--- config.mk ---
export PLATFORM = sky130hd
export DESIGN_NAME = dur_div
export DESIGN_NICKNAME = d
export VERILOG_FILES = /design/src/hw/rtl/dur_pkg.sv /design/src/hw/rtl/dur_div.sv
export SDC_FILE = /design/constraint.sdc
export NUM_CORES = 2
export LEC_CHECK = 0
export BUFFER_PORTS_ARGS = -buffer_cell sky130_fd_sc_hd__buf_4
export CORE_MARGIN = 2
export CORE_UTILIZATION = 45
export CTS_BUF_LIST = sky130_fd_sc_hd__clkbuf_16
export CTS_CLUSTER_DIAMETER = 40
export CTS_CLUSTER_SIZE = 14
export DETAILED_ROUTE_END_ITERATION = 6
export GPL_ROUTABILITY_DRIVEN = 0
export SYNTH_ARGS = -nofsm -noshare
export SYNTH_HDL_FRONTEND = slang
export SYNTH_SLANG_ARGS = --single-unit
--- constraint.sdc ---
create_clock -name clk -period 5.4 [get_ports clk]
set_input_delay 0.27 -clock clk [delete_from_list [all_inputs] [get_ports clk]]
set_output_delay 0.27 -clock clk [all_outputs]
set_load 0.005 [all_outputs]
--- src/hw/rtl/dur_pkg.sv ---
// Shared types, constants and helpers for the depth undistort remap block.
// No dependencies; imported by dur_div, depth_undistort_remap_top and the testbench.
`timescale 1ns / 1ps
`default_nettype none

package dur_pkg;

  // pipelined divider: one quotient bit per stage, plus entry and exit stages
  localparam int DIV_STEPS = 32;
  localparam int DIV_LAT   = DIV_STEPS + 2;
  localparam int MAG_W     = 33;

  typedef logic signed [30:0] ofs_t;   // normalised offset, Q.28, +-2.0
  typedef logic signed [31:0] q28_t;   // Q4.28

  localparam logic [29:0] OFS_LIMIT = 30'h2000_0000;
  localparam q28_t        ONE_Q28   = 32'sh1000_0000;

  typedef enum logic [2:0] {
    REG_FOCAL_X,
    REG_FOCAL_Y,
    REG_CENTRE_X,
    REG_CENTRE_Y,
    REG_RADIAL_K1,
    REG_RADIAL_K2,
    REG_RADIAL_K3,
    REG_TANGENTIAL
  } cfg_idx_t;

  function automatic q28_t sat32(input logic signed [63:0] v);
    q28_t r;
    if (v > 64'sh0000_0000_7FFF_FFFF) begin
      r = 32'sh7FFF_FFFF;
    end else if (v < 64'shFFFF_FFFF_8000_0000) begin
      r = 32'sh8000_0000;
    end else begin
      r = v[31:0];
    end
    return r;
  endfunction

endpackage

`default_nettype wire

--- src/hw/rtl/dur_div.sv ---
// Pipelined restoring divider: offset = sign * min(mag * 2^28 / focal, 2.0).
// Depends on dur_pkg.
`timescale 1ns / 1ps
`default_nettype none

module dur_div
  import dur_pkg::*;
(
  input  logic             clk,
  input  logic             en,
  input  logic [MAG_W-1:0] mag,
  input  logic             neg,
  input  logic [31:0]      focal,
  output ofs_t             ofs
);

  logic [31:0]        rem  [0:DIV_STEPS];
  logic [31:0]        quo  [0:DIV_STEPS];
  logic [3:0]         low  [0:DIV_STEPS];
  logic [DIV_STEPS:0] sat_p;
  logic [DIV_STEPS:0] zero_p;
  logic [DIV_STEPS:0] neg_p;
  logic [29:0]        mag_o;

  // entry: quotient of 2^32 or more saturates anyway
  always_ff @(posedge clk) begin
    if (en) begin
      rem[0]    <= {3'b0, mag[MAG_W-1:4]};
      low[0]    <= mag[3:0];
      quo[0]    <= '0;
      sat_p[0]  <= {3'b0, mag} >= {focal, 4'b0};
      zero_p[0] <= (mag == '0);
      neg_p[0]  <= neg;
    end
  end

  for (genvar j = 0; j < DIV_STEPS; j++) begin : g_step
    logic [32:0] trial;
    logic [32:0] diff;
    logic        ge;
    assign trial = {rem[j], low[j][3]};
    assign diff  = trial - {1'b0, focal};
    assign ge    = trial >= {1'b0, focal};
    always_ff @(posedge clk) begin
      if (en) begin
        rem[j+1]    <= ge ? diff[31:0] : trial[31:0];
        quo[j+1]    <= {quo[j][30:0], ge};
        low[j+1]    <= {low[j][2:0], 1'b0};
        sat_p[j+1]  <= sat_p[j];
        zero_p[j+1] <= zero_p[j];
        neg_p[j+1]  <= neg_p[j];
      end
    end
  end

  always_comb begin
    if (zero_p[DIV_STEPS]) begin
      mag_o = '0;
    end else if (sat_p[DIV_STEPS] || quo[DIV_STEPS] > {2'b0, OFS_LIMIT}) begin
      mag_o = OFS_LIMIT;
    end else begin
      mag_o = quo[DIV_STEPS][29:0];
    end
  end

  always_ff @(posedge clk) begin
    if (en) begin
      ofs <= neg_p[DIV_STEPS] ? -$signed({1'b0, mag_o}) : $signed({1'b0, mag_o});
    end
  end

endmodule

`default_nettype wire

==> flow_metrics.env <==
export IMPL_outcome="completed"
export IMPL_final_nets=12000
export IMPL_detail_route_iter0_violations=7298
export IMPL_fp_dieW_um=502
export IMPL_drv_cap=0
export IMPL_timing_final_crit_share_pct=87.6
export IMPL_fin_util_pct=52.5
export IMPL_clockBufferDepth=4
export IMPL_cp_end_kind="flop"
export IMPL_reg2reg_setup_slack_ns=0.67
export IMPL_syn_nets=11600
export IMPL_met3_usage_pct=3.56
export IMPL_power_mw=86.0
export IMPL_report_final_slew_viol_count=0
export IMPL_p_sw_share_pct=38.4
export IMPL_postSynthAreaPerCell_um2=10.7
export IMPL_worst_slew_pin_slew_ns=1.28
export IMPL_drc=0
export IMPL_grt_pass1_vias=82200
export IMPL_grt_util_all_layers_pct=23.8
export IMPL_place_area_mm2=0.118
export IMPL_crit_chain="ha_1 > a2111oi_0 > a211oi_1 > a2111oi_1 > o31ai_1 > a311oi_2 > o21ai_1 > o221a_2 > o21ai_4 > buf_4 > o21ai_0"
export IMPL_instances_no_fill=14500
export IMPL_initial_utilization_pct=45.4
export IMPL_fmax_mhz=211
export IMPL_die_area_mm2=0.252
export IMPL_design_area_mm2=0.129
export IMPL_dp_cells=13800
export IMPL_critPathArrivalTime_ns=5.36
export IMPL_synth_edf_count=1689
export IMPL_cts_root_buffer="clkbuf_16"
export IMPL_busiest_layer="met2"
export IMPL_synthArstFlopShare_pct=0
export IMPL_seq_power_share_pct=28.6
export IMPL_place_ws_ns=0.413
export IMPL_drive_gt1_share_pct=12.1
export IMPL_relSlewSlack_pct=15.0
export IMPL_yosys_warnings=0
export IMPL_setup_ws_ns=0.669
export IMPL_first_pass_iters=6
export IMPL_powerDensity_mw_per_mm2=664
export IMPL_tns_ns=0
export IMPL_intPower_mw=53.0
export IMPL_grt_max_degree=197
export IMPL_hold_depth=2
export IMPL_worstPathRequired_ns=6.03
export IMPL_synthCells=10500
export IMPL_wl_per_cell_um=21.3
export IMPL_grt_met2_usage_pct=38.1
export IMPL_p_comb_share_pct=47.8
export IMPL_cp_max_fo=64
export IMPL_avgViaCountPerCell=5.88
export IMPL_p_leak_nw=51.8
export IMPL_antenna_found_initial=11
export IMPL_coreArea_mm2=0.246
export IMPL_grt_overflow=0
export IMPL_path_class="reg -> reg"
export IMPL_cts_htree_levels=5
export IMPL_hp_class="in -> reg"
export IMPL_clk_pin_slew_ns=0.04
export IMPL_hold_path_startpoint="mag[1]"
export IMPL_syn_to_final_growth_pct=15.8
export IMPL_skew_ns=0.0943
export IMPL_row_count=182
export IMPL_rsz0062_at_grt="no"
export IMPL_clkLatencyLatePin_ns=0.95
export IMPL_min_period_ns=4.73
export IMPL_worstSetupStartpointType="flop"
export IMPL_dp_hpwl_um=223000
export IMPL_synth_area_mm2=0.112
export IMPL_r2r_start="rem[0][869]$_DFFE_PP_"
export IMPL_power_switching_mw=33.0
export IMPL_reg2reg_depth=11
export IMPL_hold_viol_final=0
export IMPL_clock_sinks=1689
export IMPL_synth_ff_type="edfxtp_1"
export IMPL_max_stage_delay_ns=0.68
export IMPL_wl_um=308000
export IMPL_synth_cell_types=89
export IMPL_io_pins=99
export IMPL_setup_viol_count_final=0
export IMPL_cts_buffers=337
export IMPL_cts_setup_buffers=0
export IMPL_clkPwrFrac_pct=23.6
export IMPL_antenna_left=0
export IMPL_dr_total_vias=85000
export IMPL_hold_ws_ns=0.0865
export IMPL_ir_worst_vdd_v=0.000367
export IMPL_fp_dieH_um=502
export IMPL_ys_seq_area_share_pct=45.4
export IMPL_cpMaxStageDelayCell="a2111oi_0"
export IMPL_nFillCells=21400
export IMPL_cts_tree="built"
export IMPL_worstHoldEndpoint="low[0][1]$_DFFE_PP_"
export IMPL_final_common_cell="edfxtp_1"
export IMPL_layout_common_cells="edfxtp_1 (1,689), ha_1 (1,051), a21oi_1 (940)"
export IMPL_rr_endpoint="rem[0][898]$_DFFE_PP_"
export IMPL_ys_ff_latch=1689
export IMPL_place_port_buffers=98
export IMPL_grt_pass1_wl_um=471000
export IMPL_grtUsageMet1_pct=31.9
==> how the worst max path moves through the flow <==
| stage | from | end | slack (ns) | cells past startpoint |
|---|---|---|---|---|
| after floorplan | focal[1] | rem[0][601]$_DFFE_PP_ | 1.05 | 14 |
| after global placement | focal[1] | rem[0][914]$_DFFE_PP_ | 0.50 | 15 |
| after detailed placement | focal[1] | rem[0][898]$_DFFE_PP_ | 0.41 | 15 |
| after CTS | rem[0][869]$_DFFE_PP_ | rem[0][898]$_DFFE_PP_ | 0.75 | 11 |
| after global routing | rem[0][869]$_DFFE_PP_ | rem[0][901]$_DFFE_PP_ | 0.30 | 11 |
| final | rem[0][869]$_DFFE_PP_ | rem[0][898]$_DFFE_PP_ | 0.67 | 11 |
==> final cells by class <==
type / instances / area (µm²) / share of cell area, %
multi-input combinational: 8228 / 59200 / 45.7
sequential: 1689 / 50700 / 39.2
clock buffer: 341 / 8530 / 6.60
tap: 3312 / 4140 / 3.20
timing repair buffer: 326 / 3090 / 2.39
clock inverter: 253 / 2530 / 1.96
inverter: 312 / 1170 / 0.905
antenna: 4 / 10.0 / 0.00774
==> routing by layer <==
layer	vias up	routed length (µm)
met3	775	19000
met2	2852	139000
met5	-	0
li1	40800	-
met1	40600	135000
met4	0	15100
==> power groups by stage <==
stage / clock, mW / sequential (mW) / combinational [mW]
floorplan: 0 / 22.9 / 31.8
global placement: 0 / 24.7 / 39.2
detailed placement: 0 / 24.6 / 40.2
CTS: 20.7 / 24.5 / 40.6
global route: 21.3 / 24.9 / 45.7
finish: 20.3 / 24.6 / 41.1
==> cells in the mapped netlist (19+ instances only) <==
cell / instances / area, µm²
o31ai_1: 85 / 638
a31o_2: 25 / 219
nor3_1: 144 / 721
xnor2_1: 504 / 4410
nor4_1: 50 / 313
clkbuf_1: 197 / 739
nor2b_1: 164 / 1030
or2_2: 30 / 188
edfxtp_1: 1689 / 50700
a31oi_1: 89 / 557
or3_1: 40 / 250
a211oi_1: 91 / 683
and4_1: 29 / 254
mux2i_1: 19 / 190
fa_1: 31 / 621
nor2_1: 664 / 2490
nand2_1: 837 / 3140
a21o_1: 508 / 3810
and3_1: 92 / 576
a211o_1: 32 / 280
a21boi_0: 27 / 203
o21a_1: 158 / 1190
o211ai_1: 40 / 300
xor2_1: 334 / 2930
inv_1: 312 / 1170
mux2_2: 406 / 4570
and2_1: 47 / 294
o41ai_1: 24 / 210
nand4_1: 141 / 882
nand3_1: 173 / 866
a2111oi_0: 29 / 254
ha_1: 1051 / 13200
o21ai_0: 793 / 3970
a21oi_1: 943 / 4720
o31a_1: 34 / 298
o21bai_1: 115 / 863
nand2b_1: 157 / 982
a221oi_1: 27 / 236
buf_2: 35 / 175
==> registers in the layout, indices dropped and copies added (netlist names) <==
signal and count:
rem 1021, quo 528, sat_p 33, neg_p 33
ofs 31, low 10, zero_p 33
==> repair_timing <==
item,in CTS,in global routing
hold endpoints to repair,137,0
hold buffers,38,0
resized for setup,0,0
==> logic make-up after synthesis <==
family,synth area share [%]
muxes,4.26
buffers and inverters,1.92
DFF,45.4
and+or+nand+nor,11.3
xor gates and xnor gates,6.57
adders and majority gates,12.3
AOI/OAI and AO/OA,18.3
==> critical path: cells and delay by family (launching register included) <==
family,cells,cell delay [ns]
buffers and inverters,1,0.45
AOI/OAI and AO/OA,9,3.17
DFF,1,0.40
adders and majority gates,1,0.38
Power figures use the tool's default switching activity.
